--- config.mk ---
export PLATFORM = sky130hd
export DESIGN_NAME = key_event_word_assembler
export DESIGN_NICKNAME = d
export VERILOG_FILES = /design/src/hw/rtl/kewa_pkg.sv /design/src/hw/rtl/kewa_front.sv /design/src/hw/rtl/kewa_cmd_fifo.sv /design/src/hw/rtl/kewa_back.sv /design/src/hw/rtl/key_event_word_assembler.sv
export SDC_FILE = /design/constraint.sdc
export NUM_CORES = 1
export LEC_CHECK = 0
export ABC_AREA = 1
export BUFFER_PORTS_ARGS = -buffer_cell sky130_fd_sc_hd__buf_2
export CORE_MARGIN = 2
export CORE_UTILIZATION = 65
export DETAILED_ROUTE_END_ITERATION = 12
export PLACE_DENSITY = 0.92
export RECOVER_POWER = 100
export REMOVE_ABC_BUFFERS = 1
export SLEW_MARGIN = 20
export SYNTH_ARGS = -nofsm -noshare
export SYNTH_HDL_FRONTEND = slang
export SYNTH_SLANG_ARGS = --single-unit
--- constraint.sdc ---
create_clock -name i_clk -period 7.8 [get_ports i_clk]
set_clock_uncertainty 0.1 [all_clocks]
set_input_delay 1.56 -clock i_clk [delete_from_list [all_inputs] [get_ports i_clk]]
set_output_delay 1.56 -clock i_clk [all_outputs]
set_load 0.01 [all_outputs]
--- src/hw/rtl/kewa_pkg.sv ---
package kewa_pkg;

    localparam int MAX_WORD = 32;
    localparam int LEN_W    = $clog2(MAX_WORD + 1);
    localparam int IDX_W    = $clog2(MAX_WORD);
    localparam int CHAR_W   = 7;
    localparam int CODE_W   = 8;
    localparam int LIM_W    = 6;
    localparam int CFG_IDX_W = 2;
    localparam int FIFO_DEPTH = 4;
    localparam int FIFO_AW  = $clog2(FIFO_DEPTH);

    localparam logic [CFG_IDX_W-1:0] REG_WORD_LIMIT  = 2'd0;
    localparam logic [CFG_IDX_W-1:0] REG_EVENT_LIMIT = 2'd1;
    localparam logic [LIM_W-1:0]     LIMIT_RESET     = 6'd32;

    localparam logic [CODE_W-1:0] KEY_BACK   = 8'h08;
    localparam logic [CODE_W-1:0] KEY_ESCAPE = 8'h1B;
    localparam logic [CODE_W-1:0] KEY_A      = 8'h41;
    localparam logic [CODE_W-1:0] KEY_Z      = 8'h5A;
    localparam logic [CODE_W-1:0] KEY_0      = 8'h30;
    localparam logic [CODE_W-1:0] KEY_9      = 8'h39;
    localparam logic [CODE_W-1:0] CASE_OFS   = 8'h20;

    localparam logic [1:0] OP_APPEND = 2'd0;
    localparam logic [1:0] OP_BACK   = 2'd1;
    localparam logic [1:0] OP_CLEAR  = 2'd2;
    localparam logic [1:0] OP_EMIT   = 2'd3;

    typedef struct packed {
        logic [1:0]        op;
        logic [CHAR_W-1:0] ch;
    } t_cmd;

    typedef struct packed {
        logic             busy;
        logic [LEN_W-1:0] len;
        logic             cmd_pop;
    } t_back_status;

    function automatic logic is_boundary(input logic [CODE_W-1:0] code);
        logic r;
        unique case (code)
            8'h20, 8'h0D, 8'h09, 8'hBC, 8'hBE, 8'hBF, 8'hBA,
            8'hDE, 8'hDB, 8'hDD, 8'hDC, 8'hC0, 8'hBD, 8'hBB: r = 1'b1;
            default: r = 1'b0;
        endcase
        return r;
    endfunction

    function automatic logic is_modifier(input logic [CODE_W-1:0] code);
        logic r;
        unique case (code)
            8'h10, 8'h11, 8'h12, 8'h14, 8'h5B, 8'h5C,
            8'hA0, 8'hA1, 8'hA2, 8'hA3, 8'hA4, 8'hA5: r = 1'b1;
            default: r = 1'b0;
        endcase
        return r;
    endfunction

endpackage

--- src/hw/rtl/kewa_front.sv ---
module kewa_front
    import kewa_pkg::*;
(
    input  logic              i_push,
    input  logic              i_fifo_full,
    input  logic [CODE_W-1:0] i_key_code,
    input  logic              i_key_up,
    input  logic              i_shift_held,
    output logic              o_wr,
    output t_cmd              o_cmd
);

    logic              keep;
    logic [CODE_W-1:0] lc;

    assign lc = i_key_code + CASE_OFS;

    always_comb begin
        keep     = 1'b0;
        o_cmd.op = OP_APPEND;
        o_cmd.ch = i_key_code[CHAR_W-1:0];
        if (i_key_up) begin
            keep = 1'b0;
        end else if (is_boundary(i_key_code)) begin
            keep     = 1'b1;
            o_cmd.op = OP_EMIT;
        end else if (is_modifier(i_key_code)) begin
            keep = 1'b0;
        end else if (i_key_code == KEY_BACK) begin
            keep     = 1'b1;
            o_cmd.op = OP_BACK;
        end else if (i_key_code == KEY_ESCAPE) begin
            keep     = 1'b1;
            o_cmd.op = OP_CLEAR;
        end else if (i_key_code >= KEY_A && i_key_code <= KEY_Z) begin
            keep     = 1'b1;
            o_cmd.ch = i_shift_held ? i_key_code[CHAR_W-1:0] : lc[CHAR_W-1:0];
        end else if (i_key_code >= KEY_0 && i_key_code <= KEY_9) begin
            keep = 1'b1;
        end
    end

    assign o_wr = i_push && !i_fifo_full && keep;

endmodule

--- src/hw/rtl/kewa_cmd_fifo.sv ---
module kewa_cmd_fifo
    import kewa_pkg::*;
(
    input  logic i_clk,
    input  logic i_rst_n,
    input  logic i_wr,
    input  t_cmd i_cmd,
    input  logic i_rd,
    output t_cmd o_cmd,
    output logic o_full,
    output logic o_empty
);

    t_cmd             r_mem [FIFO_DEPTH];
    logic [FIFO_AW:0] r_wp, r_rp;

    always_ff @(posedge i_clk) begin
        if (!i_rst_n) begin
            r_wp <= '0;
            r_rp <= '0;
        end else begin
            if (i_wr) r_wp <= r_wp + 1'b1;
            if (i_rd) r_rp <= r_rp + 1'b1;
        end
    end

    always_ff @(posedge i_clk) begin
        if (i_wr) r_mem[r_wp[FIFO_AW-1:0]] <= i_cmd;
    end

    assign o_cmd   = r_mem[r_rp[FIFO_AW-1:0]];
    assign o_empty = (r_wp == r_rp);
    assign o_full  = (r_wp[FIFO_AW] != r_rp[FIFO_AW])
                  && (r_wp[FIFO_AW-1:0] == r_rp[FIFO_AW-1:0]);

endmodule

--- src/hw/rtl/kewa_back.sv ---
module kewa_back
    import kewa_pkg::*;
(
    input  logic              i_clk,
    input  logic              i_rst_n,
    input  logic [LIM_W-1:0]  i_word_limit,
    input  logic [LIM_W-1:0]  i_event_limit,
    input  logic              i_cmd_empty,
    input  t_cmd              i_cmd,
    input  logic              i_pop,
    output t_back_status      o_status,
    output logic              o_empty,
    output logic [CHAR_W-1:0] o_char_code,
    output logic              o_last,
    output logic              o_cause
);

    localparam logic [1:0] S_IDLE = 2'd0;
    localparam logic [1:0] S_RD   = 2'd1;
    localparam logic [1:0] S_OUT  = 2'd2;

    logic [CHAR_W-1:0] r_mem [MAX_WORD];
    logic [CHAR_W-1:0] r_rdata;

    logic [1:0]        r_state, n_state;
    logic [LEN_W-1:0]  r_len, n_len;
    logic [IDX_W-1:0]  r_idx, n_idx;
    logic [LEN_W-1:0]  r_cnt, n_cnt;
    logic              r_cause, n_cause;
    logic              r_pend, n_pend;
    logic [CHAR_W-1:0] r_pch, n_pch;

    logic              r_ov, n_ov;
    logic [CHAR_W-1:0] r_och, n_och;
    logic              r_olast, n_olast;
    logic              r_ocause, n_ocause;

    logic              we;
    logic [IDX_W-1:0]  waddr;
    logic [CHAR_W-1:0] wdata;
    logic              cmd_pop;
    logic [LIM_W-1:0]  lim_min;
    logic [LEN_W-1:0]  lim;
    logic              slot_free;
    logic              is_last;

    always_comb begin
        lim_min = (i_word_limit < i_event_limit) ? i_word_limit : i_event_limit;
        if (LEN_W'(lim_min) > LEN_W'(MAX_WORD)) lim = LEN_W'(MAX_WORD);
        else                                    lim = LEN_W'(lim_min);
    end

    assign slot_free = !r_ov || i_pop;
    assign is_last   = (LEN_W'(r_idx) == r_cnt - 1'b1);

    always_comb begin
        n_state  = r_state;
        n_len    = r_len;
        n_idx    = r_idx;
        n_cnt    = r_cnt;
        n_cause  = r_cause;
        n_pend   = r_pend;
        n_pch    = r_pch;
        n_ov     = r_ov && !i_pop;
        n_och    = r_och;
        n_olast  = r_olast;
        n_ocause = r_ocause;
        we       = 1'b0;
        waddr    = r_len[IDX_W-1:0];
        wdata    = i_cmd.ch;
        cmd_pop  = 1'b0;
        unique case (r_state)
            S_IDLE: begin
                if (!i_cmd_empty) begin
                    cmd_pop = 1'b1;
                    unique case (i_cmd.op)
                        OP_APPEND: begin
                            if (r_len >= lim && r_len != '0) begin
                                n_idx   = '0;
                                n_cnt   = r_len;
                                n_cause = 1'b1;
                                n_pend  = 1'b1;
                                n_pch   = i_cmd.ch;
                                n_state = S_RD;
                            end else if (r_len < LEN_W'(MAX_WORD)) begin
                                we    = 1'b1;
                                n_len = r_len + 1'b1;
                            end
                        end
                        OP_BACK: begin
                            if (r_len != '0) n_len = r_len - 1'b1;
                        end
                        OP_CLEAR: begin
                            n_len = '0;
                        end
                        OP_EMIT: begin
                            if (r_len != '0) begin
                                n_idx   = '0;
                                n_cnt   = r_len;
                                n_cause = 1'b0;
                                n_pend  = 1'b0;
                                n_state = S_RD;
                            end
                        end
                        default: ;
                    endcase
                end
            end
            S_RD: begin
                n_state = S_OUT;
            end
            S_OUT: begin
                if (slot_free) begin
                    n_ov     = 1'b1;
                    n_och    = r_rdata;
                    n_olast  = is_last;
                    n_ocause = r_cause;
                    if (is_last) begin
                        n_state = S_IDLE;
                        if (r_pend) begin
                            we    = 1'b1;
                            waddr = '0;
                            wdata = r_pch;
                            n_len = LEN_W'(1);
                        end else begin
                            n_len = '0;
                        end
                    end else begin
                        n_idx   = r_idx + 1'b1;
                        n_state = S_RD;
                    end
                end
            end
            default: n_state = S_IDLE;
        endcase
    end

    always_ff @(posedge i_clk) begin
        if (!i_rst_n) begin
            r_state <= S_IDLE;
            r_len   <= '0;
            r_ov    <= 1'b0;
        end else begin
            r_state <= n_state;
            r_len   <= n_len;
            r_ov    <= n_ov;
        end
    end

    always_ff @(posedge i_clk) begin
        r_idx    <= n_idx;
        r_cnt    <= n_cnt;
        r_cause  <= n_cause;
        r_pend   <= n_pend;
        r_pch    <= n_pch;
        r_och    <= n_och;
        r_olast  <= n_olast;
        r_ocause <= n_ocause;
    end

    // word store: one write port, registered read
    always_ff @(posedge i_clk) begin
        if (we) r_mem[waddr] <= wdata;
        r_rdata <= r_mem[r_idx];
    end

    assign o_status.busy    = (r_state != S_IDLE);
    assign o_status.len     = r_len;
    assign o_status.cmd_pop = cmd_pop;

    assign o_empty     = !r_ov;
    assign o_char_code = r_och;
    assign o_last      = r_olast;
    assign o_cause     = r_ocause;

endmodule

--- src/hw/rtl/key_event_word_assembler.sv ---
// Key event word assembler. Key events enter through a queue port (push/full),
// are classified in the same cycle and parked in a four-entry command queue;
// releases, modifiers and unknown keys leave no trace. The back end runs one
// command per cycle while no flush is in progress. A flush (boundary key, or
// a character arriving with the word at its limit) reads the word store one
// character per beat through the single registered read port; each beat has a
// read state then an output state, which stalls while the output is full and
// the consumer holds pop low. Results leave through an output register
// (empty/pop); each beat carries one character, a last mark on the final one
// and the cause of the flush. The effective length limit is the smaller of
// the two limit registers, saturated at 32; write them only while idle.
module key_event_word_assembler
    import kewa_pkg::*;
(
    input  logic                 i_clk,
    input  logic                 i_rst_n,
    input  logic                 i_cfg_we,
    input  logic [CFG_IDX_W-1:0] i_cfg_idx,
    input  logic [LIM_W-1:0]     i_cfg_data,
    input  logic                 push,
    output logic                 full,
    input  logic [CODE_W-1:0]    i_key_code,
    input  logic                 i_key_up,
    input  logic                 i_shift_held,
    output logic                 empty,
    input  logic                 pop,
    output logic [CHAR_W-1:0]    o_char_code,
    output logic                 o_last,
    output logic                 o_cause
);

    logic [LIM_W-1:0] r_word_limit, r_event_limit;
    logic             fifo_wr, fifo_full, fifo_empty;
    t_cmd             wr_cmd, rd_cmd;
    t_back_status     bst;

    always_ff @(posedge i_clk) begin
        if (!i_rst_n) begin
            r_word_limit  <= LIMIT_RESET;
            r_event_limit <= LIMIT_RESET;
        end else if (i_cfg_we) begin
            if (i_cfg_idx == REG_WORD_LIMIT)  r_word_limit  <= i_cfg_data;
            if (i_cfg_idx == REG_EVENT_LIMIT) r_event_limit <= i_cfg_data;
        end
    end

    assign full = fifo_full;

    kewa_front u_front (
        .i_push       (push),
        .i_fifo_full  (fifo_full),
        .i_key_code   (i_key_code),
        .i_key_up     (i_key_up),
        .i_shift_held (i_shift_held),
        .o_wr         (fifo_wr),
        .o_cmd        (wr_cmd)
    );

    kewa_cmd_fifo u_fifo (
        .i_clk   (i_clk),
        .i_rst_n (i_rst_n),
        .i_wr    (fifo_wr),
        .i_cmd   (wr_cmd),
        .i_rd    (bst.cmd_pop),
        .o_cmd   (rd_cmd),
        .o_full  (fifo_full),
        .o_empty (fifo_empty)
    );

    kewa_back u_back (
        .i_clk         (i_clk),
        .i_rst_n       (i_rst_n),
        .i_word_limit  (r_word_limit),
        .i_event_limit (r_event_limit),
        .i_cmd_empty   (fifo_empty),
        .i_cmd         (rd_cmd),
        .i_pop         (pop),
        .o_status      (bst),
        .o_empty       (empty),
        .o_char_code   (o_char_code),
        .o_last        (o_last),
        .o_cause       (o_cause)
    );

`ifndef NO_ASSERTIONS
    a_len_max: assert property (@(posedge i_clk) disable iff (!i_rst_n)
        bst.len <= LEN_W'(MAX_WORD))
        else $error("word length above maximum");

    a_pop_nonempty: assert property (@(posedge i_clk) disable iff (!i_rst_n)
        bst.cmd_pop |-> !fifo_empty && !bst.busy)
        else $error("command taken from empty queue or while flushing");

    a_no_write_full: assert property (@(posedge i_clk) disable iff (!i_rst_n)
        fifo_wr |-> !fifo_full)
        else $error("command queue overrun");

    a_flush_out: assert property (@(posedge i_clk) disable iff (!i_rst_n)
        bst.busy && !$past(bst.busy) |-> $past(bst.len) != '0)
        else $error("flush started on an empty word");
`endif

endmodule
# ---- After elaboration in Yosys (flattened, before gate mapping)
# Memories as Yosys holds them, arrays and structs flattened. A register that Yosys moved wholly into a read port is not among the register bits.
# Index checks and enable logic that the tools add are counted.
dict set report totals {
  ram_bits 260
  mem_count 2
  output_inout_bits 11
  register_bits 55
}
# memory words width rd rd_clocked_by_memory_dff wr line
set memory_table {}
lappend memory_table {u_back.r_mem 32 7 1 1 1 kewa_back.sv:22} ;# logic [CHAR_W-1:0] r_mem [MAX_WORD];
lappend memory_table {u_fifo.r_mem 4 9 1 1 1 kewa_cmd_fifo.sv:14} ;# t_cmd r_mem [FIFO_DEPTH];
dict set report op_classes {
  n_mux 79
  reduce_logical 27
  n_bitwise 1
  addsub 7
  eq_ne 51
  n_lt_le_gt_ge 8
}
# op count
set op_table {}
lappend op_table {{$eq 8x8->1 const B} 17}
lappend op_table {{$mux 7} 9}
lappend op_table {{$mux 6} 10}
lappend op_table {{$mux 5} 9}
lappend op_table {{$eq 8x5->1 const B} 5}
lappend op_table {{$mux 1} 31}
lappend op_table {{$eq 8x4->1 const B} 3}
lappend op_table {{$pmux 6 s2} 2}
lappend op_table {{$pmux 5 s2} 2}
lappend op_table {{$mux 2} 9}
lappend op_table {{$mux 9} 2}
lappend op_table {{$pmux 6 s3} 1}
lappend op_table {{$eq 8x7->1 const B} 2}
lappend op_table {{$reduce_or 14->1} 1}
lappend op_table {{$ne 3x2->1 const B} 4}
lappend op_table {{$reduce_or 12->1} 1}
lappend op_table {{$sub 6x1->6 const B} 2}
lappend op_table {{$reduce_and 5->1} 2}
lappend op_table {{$eq 8x6->1 const B} 1}
lappend op_table {{$ge 8x6->1 const B} 1}
lappend op_table {{$ge 8x7->1 const B} 1}
lappend op_table {{$le 8x6->1 const B} 1}
lappend op_table {{$le 8x7->1 const B} 1}
lappend op_table {{$ne 2x1->1 const B} 4}
lappend op_table {{other kinds (31)} 52}

# ---- Depth between registers and ports, before layout
# Gate-level depths: netlist (run 1).
dict set report logic_depth {
  word_depth 12
  mapped_depth 21
}

# ---- Cells and area by module
# Synthesis (run 1) repeated with hierarchy kept, for this count alone.
dict set report hier_totals {
  cells_unflattened 1366
  hier_area_um2 14452.6
}
# module seq_area_each_um2 cells_per_inst instances area_each_um2
set by_module_without_submodules {}
lappend by_module_without_submodules {kewa_back 7887.6 1029 1 11593.6}
lappend by_module_without_submodules {kewa_cmd_fifo 1241.2 159 1 1849.3}
lappend by_module_without_submodules {key_event_word_assembler 240.2 76 1 519.2}
lappend by_module_without_submodules {kewa_front 0.0 102 1 490.5}

# ---- Least setup slack after synthesis (run 1)
# OpenSTA, ideal clock, no wires.
dict set report synth_timing {
  path_kind {register to register}
  startpoint {register r_event_limit[5]}
  endpoint {memory u_back.r_mem[22][0], in the netlist u_back.r_mem[11][0], enable pin}
  stages_incl_launch_ff 20
  required_ns 7.340
  t_arrival_ns 3.143
  synth_period_minus_slack_ns 3.603
  slack_ns 4.197
  path_cell_list {dfxtp_1 -> inv_1 -> ha_1 -> a21oi_1 -> o21a_1 -> nand2_2 -> o21ai_0 -> nand3_1 -> o21ai_0 -> nand2_1 -> ha_1 -> inv_1 -> nor2_1 -> o21ai_0 -> nand3_1 -> nand2_1 -> nand2_1 -> nor2_2 -> nand4_2 -> nor2_1}
}
dict set report synth_via {
  elab_chain_len 12
}
# item line
set synth_rtl {}
lappend synth_rtl {{start: declaration} key_event_word_assembler.sv:32} ;# logic [LIM_W-1:0] r_word_limit, r_event_limit;
lappend synth_rtl {{start signal: assignment} key_event_word_assembler.sv:43} ;# if (i_cfg_idx == REG_EVENT_LIMIT) r_event_limit <= i_cfg_data;
lappend synth_rtl {{$lt 6x6->1} kewa_back.sv:48} ;# lim_min = (i_word_limit < i_event_limit) ? i_word_limit : i_event_limit;
lappend synth_rtl {{$mux 6 (*)} kewa_back.sv:48}
lappend synth_rtl {{$gt 6x6->1} kewa_back.sv:49} ;# if (LEN_W'(lim_min) > LEN_W'(MAX_WORD)) lim = LEN_W'(MAX_WORD);
lappend synth_rtl {{$mux 6 (*)} kewa_back.sv:49}
lappend synth_rtl {{$ge 6x6->1 (*)} kewa_back.sv:78} ;# if (r_len >= lim && r_len != '0) begin
lappend synth_rtl {{$logic_and 1x1->1 (*)} kewa_back.sv:78}
lappend synth_rtl {{$mux 1 (*)} kewa_back.sv:78}
lappend synth_rtl {{$mux 1 (*)} kewa_back.sv:76} ;# unique case (i_cmd.op)
lappend synth_rtl {{$mux 1 (*)} kewa_back.sv:74} ;# if (!i_cmd_empty) begin
lappend synth_rtl {{$pmux 1 s2 (*)} kewa_back.sv:72} ;# unique case (r_state)
lappend synth_rtl {{$mux 1 (*)} kewa_back.sv:163} ;# if (we) r_mem[waddr] <= wdata;
lappend synth_rtl {{$mux 1 (implied by the code) (*)} kewa_back.sv:163}
lappend synth_rtl {{end: declaration} kewa_back.sv:22}
# Every way passes the cells marked *; elsewhere a longest branch is shown, timed or not.

# ---- Final worst setup path (run 1)
dict set report layout_timing {
  startpoint {register r_event_limit[5]}
  endpoint {memory u_back.r_mem[58][5], in the netlist u_back.r_mem[29][5], enable pin}
}
# The elaborated chain is that of the path after synthesis.

==> impl_metrics.csv, run 1 <==
group,metric,value,unit
run_status,run_status,"complete, but fails checks",
run_status,violations,"capacitance limit, slew limit",
critical_path,worstSetupPathType,"register to register",
synth,synth_ff_type,"edfxtp_1",
critical_path,start_kind,"register",
global_route,grt.total_usage,0.290,
synth,synth_seq_cells,324,
clock_tree,numClockSinks,324,
drt,first_pass_iters,5,
die,fp.coreArea,21200,um2
critical_path,worst_ep_arrival_time,5200,ps
synth,register_area_share_after_synthesis,0.667,
critical_path,critical_path.most_common_cell,"nand2_1",
critical_path,critical_path_fanouts_max,10,
synth,synth.largest_area_cell,"edfxtp_1",
sta,timing.final.crit_period,5100,ps
cells_and_area,syn_to_final_growth,9.77,%
drt,detail-route-antenna-nets,0,
clock_tree,ctsHoldBuffers,0,
drt,post_drt_via_cell_ratio,6.22,
cells_and_area,post_route_cells_drive_above_1_share,0.0645,
global_route,antenna_found_initial,0,
die,initial_core_util,0.664,
drt,overall_via_count_from_detail_route,9907,
global_route,grt_start_max_net_pins,87,
sta,layout_worst_path_cycle_share,0.654,
die,die-height,151,um
pwr,p_per_area,375,nW/um2
critical_path,timing.critical_path.slowest_stage_cell,"nor2_1",
synth,top_area_cell_type_share_of_the_netlist_area,0.615,
synth,synth_enable_flop_cells,288,
sta,maxSlewViolCount,263,
cells_and_area,antenna-diode-count,0,
drt,post-route-drc-count,0,
drt,drt_first_iter_violations,1116,
sta,tns,0,ps
synth,synthDistinctLibCells,38,
placed_design,gpl.final_weighted_congestion,0.899,
global_route,gr-usage-met3,0.0470,
placed_design,dp.final_hpwl,19900,um
synth,avgSynthCellArea,11.1,um2
sta,timing.max_slew.rel_slack,-0.289,
drt,totalWireLength,32400,um
global_route,top_usage_layer,"met2",
pwr,power.static_leakage,5.72,nW
critical_path,critical_path_buf_inv_count,1,
clock_tree,cts_tree,"built",
clock_tree,root_buffer,"clkbuf_16",
sta,rsz0062_at_grt,"false",
critical_path,crit_chain,"inv_1, ha_1, a21oi_1, o21a_1, nand2_1, o21ai_0, nand3_1, o21ai_0, nand2_1, ha_1, nand2_1, nor2_1, o21ai_0, nand3_1, nand2_1, nand2_1, nor2_1, nand4_1, nor2_1",
critical_path,critical_path_required,7890,ps
critical_path,cp_top_family,"simple AND/OR/NAND/NOR gates",
critical_path,cpPeakStageDelay,740,ps
synth,synth_area,14100,um2
clock_tree,ctsResizeCount,0,
drt,routedWlPerCell,20.3,um
clock_tree,post_cts_clock_slew_at_the_launch_and_capture_registers_of_the_worst_setup_and_hold_paths,60,ps
critical_path,critical_path.endpoint_type,"register",
sta,final_hold_viol_count,0,
cells_and_area,layout.cells.non_filler,1593,
synth,postSynth.asyncResetShare,0,
global_route,grt_pass1_wl,50500,um
global_route,globalRouteMet1Util,0.363,
cells_and_area,nNetsFinal,1345,
placed_design,io_buffers,33,
cells_and_area,mostFrequentLayoutCell,"edfxtp_1",
clock_tree,number_of_cts_inserted_buffers,31,
sta,worst-slew-pin-transition,1930,ps
die,boundaryPins,34,
clock_tree,cts-htree-levels,1,
sta,setup_viol,0,
cells_and_area,utilization,0.729,
pwr,ir_worst_vdd,0.256,mV
die,die_area,22800,um2
synth,synth.yosys.warnings,0,
clock_tree,cts_max_path_buffers,3,
clock_tree,post_cts.repair.setup_buffers,0,
placed_design,dpl.cell_count,1536,
cells_and_area,mostFrequentLayoutCells,"edfxtp_1 (288), nand2_1 (247), nor2_1 (171)",
global_route,global_route.overflow_total,0,
die,rows,53,
global_route,globalRouteMet2Util,0.500,
job,max_cap_violations,8,
sta,fmaxAchievable,0.196,GHz
min_path,hold_path_class,"register to register",
clock_tree,worstSkewPairLatency,580,ps
die,die_w,151,um
synth,synth_cells,1266,
global_route,first_global_vias,9930,
synth,synth_area_leaders,"edfxtp_1 (62%), nand2_1 (6.6%), dfxtp_1 (5.1%)",
## layer usage
metal	part of all wire	up-vias
met4	0.040	0
met5	0	-
met1	0.37	4658
met2	0.50	625
met3	0.093	119
li1	-	4505
## sequential cells by signal (all words and copies together) (netlist names), 2 cells and up, named ones only
signal and cells:
u_back.r_mem 224, u_fifo.r_mem 36, u_back.o_char_code 7, u_back.r_pch 7, u_back.r_rdata 7, r_event_limit 6, r_word_limit 6, u_back.r_cnt 6
u_back.r_len 6, u_back.r_idx 5, u_fifo.r_rp 3, u_fifo.r_wp 3, u_back.r_state 2
## logic make-up (layout without fill, tap and decap cells)
logic type | after synthesis | count (layout) | share of synthesized area
simple gates | 494 | 494 | 0.147
flops | 324 | 324 | 0.667
compound gates | 251 | 251 | 0.0972
buf+inv | 132 | 184 | 0.0384
fa+ha+maj | 28 | 28 | 0.0255
mux | 28 | 28 | 0.0199
xor+xnor | 9 | 9 | 0.00561
## per-stage QoR
step / instance area, um2 / hold WS [ps] / power, mW / setup slack, ps
2_1_floorplan: 13800 / 286 / 3.53 / 2690
3_3_place_gp: 14400 / 288 / 4.05 / 3480
3_5_place_dp: 14400 / 307 / 4.13 / 3290
4_1_cts: 15500 / 322 / 5.74 / 3280
5_1_grt: 15400 / 335 / 6.03 / 2290
6_report: 15400 / 327 / 5.78 / 2700
## final cells by class
type / instances / area (um2)
clock buffer: 35 / 791
sequential: 324 / 9370
fill: 1317 / 5730
multi-input combinational: 810 / 4110
inverter: 84 / 319
clock inverter: 22 / 305
timing repair buffer: 43 / 188
tap: 275 / 344
## cells in the mapped netlist (4+ instances only)
| library cell | n |
|---|---|
| inv_1 | 76 |
| a21oi_1 | 70 |
| nor2_2 | 6 |
| o22ai_1 | 45 |
| clkbuf_1 | 25 |
| inv_2 | 6 |
| dfxtp_1 | 36 |
| o21ai_0 | 114 |
| ha_1 | 27 |
| xor2_1 | 4 |
| nor3_1 | 7 |
| edfxtp_1 | 288 |
| o211ai_1 | 14 |
| mux2i_1 | 28 |
| nand2_1 | 246 |
| nand4_1 | 9 |
| nand3_1 | 43 |
| buf_2 | 17 |
| xnor2_1 | 5 |
| nor2_1 | 169 |
## power breakdown
part | total [mW] | switching (mW) | internal (mW)
registers | 2.31 | 0.111 | 2.20
clock network | 1.60 | 0.640 | 0.964
logic | 1.86 | 1.35 | 0.510
total | 5.78 | 2.10 | 3.68
## final timing paths
| path | from | end | slack, ps | cells past startpoint |
|---|---|---|---|---|
| setup / recovery | r_event_limit[5] | u_back.r_mem[29][5] | 2700 | 19 |
| hold / removal | u_back.r_rdata[6] | u_back.o_char_code[6] | 330 | 0 |
| setup reg to reg | r_event_limit[5] | u_back.r_mem[29][5] | 2700 | 19 |
| hold reg to reg | u_back.r_rdata[6] | u_back.o_char_code[6] | 330 | 0 |
Power figures use the tool's default switching activity.
==> inputs of run 2 (changes only) <==
ABC_AREA = 0   (was 1)
CORE_UTILIZATION = 56   (was 65)
PLACE_DENSITY = 0.85   (was 0.92)
clock period = 4.6 ns   (was 7.8 ns; I/O delays follow)
==> impl_metrics.csv, run 2 <==
group,metric,value,unit
sta,hold-worst-slack,305,ps
pwr,p_per_area,484,nW/um2
die,boundaryPins,34,
drt,drt_first_iter_violations,919,
synth,synthMostInstantiatedCell,"edfxtp_1",
drt,detail-route-antenna-nets,0,
die,rows,57,
clock_tree,cts_tree,"built",
cells_and_area,largest_registers_ranked_by_flip_flop_count,"u_back.r_mem: 224 flops, u_fifo.r_mem: 36 flops",
critical_path,worst_ep_arrival_time,4530,ps
placed_design,place_ws,81.4,ps
global_route,grt_pass1_wl,45100,um
min_path,hold_path_class,"register to register",
synth,postSynth.asyncResetShare,0,
die,die_w,161,um
global_route,grt_start_max_net_pins,44,
pwr,fin_total_pwr,7.52,mW
synth,avgSynthCellArea,15.8,um2
synth,synth_area,13900,um2
sta,tns,0,ps
synth,synth.largest_area_cell,"edfxtp_1",
die,fp.coreArea,24300,um2
placed_design,dp.final_hpwl,18000,um
placed_design,gpl.final_weighted_congestion,0.906,
pwr,seq_power_share,0.477,
drt,routedWlPerCell,22.4,um
clock_tree,root_buffer,"clkbuf_16",
cells_and_area,utilization,0.640,
pwr,netSwitchingFraction,0.272,
cells_and_area,post_route_cells_drive_above_1_share,0.186,
clock_tree,post_cts.repair.setup_buffers,0,
synth,synth_cells,879,
clock_tree,worstSkewPairLatency,570,ps
sta,worst-slew-pin-transition,1580,ps
synth,synthDistinctLibCells,70,
clock_tree,ctsHoldBuffers,0,
cells_and_area,nNetsFinal,999,
global_route,antenna_found_initial,0,
critical_path,timing.critical_path.slowest_stage_cell,"nor3_1",
sta,fmaxAchievable,0.228,GHz
sta,maxSlewViolCount,11,
placed_design,io_buffers,33,
pwr,power.clock.fraction,0.343,
critical_path,critical_path.endpoint_type,"register",
clock_tree,cts-htree-levels,1,
synth,top_area_cell_type_share_of_the_netlist_area,0.624,
synth,synth_enable_flop_cells,288,
drt,overall_via_count_from_detail_route,8067,
cells_and_area,reg_with_most_ffs,"u_back.r_mem",
sta,timing.max_slew.rel_slack,-0.0566,
cells_and_area,antenna-diode-count,0,
sta,rsz0062_at_grt,"true",
cells_and_area,mostFrequentLayoutCells,"edfxtp_1 (288), mux2i_1 (67), nand2_1 (60)",
drt,post-route-drc-count,0,
pwr,ir_worst_vdd,0.433,mV
pwr,p_sw,2.05,mW
die,die-height,161,um
run_status,run_status,"complete, but fails checks",
sta,layout_worst_path_cycle_share,0.953,
synth,synth_commonest_cells,"edfxtp_1 (288), mux2i_1 (67), nand2_1 (60)",
critical_path,critical_path_buf_inv_count,2,
synth,synth.yosys.warnings,0,
critical_path,cpPeakStageDelay,1150,ps
die,initial_core_util,0.570,
sta,setup_viol,0,
synth,synth_area_leaders,"edfxtp_1 (62%), mux4_2 (7.1%), dfxtp_1 (5.2%)",
sta,timing.final.crit_period,4380,ps
cells_and_area,syn_to_final_growth,12.2,%
critical_path,start_kind,"register",
sta,finalWorstSetupSlack,216,ps
critical_path,critical_path_required,4750,ps
clock_tree,number_of_cts_inserted_buffers,31,
global_route,first_global_vias,8027,
pwr,comb_power_share,0.181,
critical_path,crit_chain,"xor2_1, xnor2_1, o2111ai_1, nor3_1, clkbuf_2, nand2_1, nand2_1, clkbuf_2",
critical_path,worstSetupPathType,"register to register",
drt,first_pass_iters,7,
job,max_cap_violations,1,
clock_tree,numClockSinks,324,
run_status,violations,"capacitance limit, slew limit",
global_route,grt.total_usage,0.227,
clock_tree,post_cts_clock_slew_at_the_launch_and_capture_registers_of_the_worst_setup_and_hold_paths,60,ps
die,die_area,26000,um2
drt,totalWireLength,29100,um
critical_path,cp_top_family,"simple AND/OR/NAND/NOR gates",
global_route,global_route.overflow_total,0,
sta,final_hold_viol_count,0,
synth,synth_seq_cells,324,
cells_and_area,largest_register_ffs,224,
synth,register_area_share_after_synthesis,0.676,
pwr,cell_internal_pwr,5.48,mW
critical_path,critical_path_fanouts_max,32,
pwr,power.static_leakage,5.33,nW
cells_and_area,mostFrequentLayoutCell,"edfxtp_1",
clock_tree,cts_max_path_buffers,3,
synth,synth_ff_type,"edfxtp_1",
drt,post_drt_via_cell_ratio,6.22,
run 2: cell count changes after synthesis, sizes merged, moves of 21 or more:
cell and delta:
o22ai -30, a21oi -48, nor2 -153, nand3 -32, inv -62, mux2i +39, o221ai +21, mux4 +44
o21ai -95, nand2 -189
run 2: final timing paths:
check                                       start                     to  slack [ps]  depth (start not counted)
worst max-delay path              u_back.r_idx[3]     u_back.r_mem[2][6]         220                          8
worst min-delay path            u_back.r_rdata[3]  u_back.o_char_code[3]         310                          0
worst max register to register    u_back.r_idx[3]     u_back.r_mem[2][6]         220                          8
worst min register to register  u_back.r_rdata[3]  u_back.o_char_code[3]         310                          0
run 2: kinds of logic (layout without fill, tap and decap cells):
logic type                 after synthesis  count (layout)  synth area share
DFF                                    324             324             0.676
muxes                                  111             111             0.120
buffers and inverters                   67             161            0.0199
adders and majority gates               28              28            0.0258
xor gates and xnor gates                18              18            0.0114
and+or+nand+nor                        202             202            0.0787
AOI/OAI and AO/OA                      129             129            0.0688
run 2: power by group through the flow:
| stage | registers [mW] | clock network (mW) | logic (mW) |
|---|---|---|---|
| 2_1_floorplan | 3.69 | 0 | 0.869 |
| 3_3_place_gp | 3.63 | 0 | 1.30 |
| 3_5_place_dp | 3.64 | 0 | 1.34 |
| 4_1_cts | 3.58 | 2.60 | 1.36 |
| 5_1_grt | 3.60 | 2.72 | 1.46 |
| 6_report | 3.58 | 2.58 | 1.36 |
run 2: layout make-up:
| type | count | area, um2 |
|---|---|---|
| Sequential cell | 324 | 9370 |
| Fill cell | 1677 | 8760 |
| Multi-Input combinational cell | 488 | 4220 |
| Clock buffer | 45 | 953 |
| Timing Repair Buffer | 82 | 415 |
| Tap cell | 324 | 405 |
| Clock inverter | 13 | 118 |
| Inverter | 21 | 78.8 |
run 2: per-stage QoR:
stage / area, um2 / std cells
finish: 15600 / 1297
global route: 15600 / 1297
CTS: 15700 / 1297
detailed placement: 14600 / 1239
global placement: 14600 / 1239
floorplan: 13700 / 833
run 2: what timing repair did:
item                       in CTS  in global routing
hold endpoints to repair        0                  0
setup endpoints to repair       0                203
resized for setup               0                  2
run 2: per-layer routing:
metal  GRT usage  vias to the layer above  share of wire
li1            -                     3623              -
met1       0.310                     3948           0.40
met2       0.379                      428           0.49
met3      0.0342                       68          0.081
met4      0.0779                        0          0.030
met5           0                        -              0
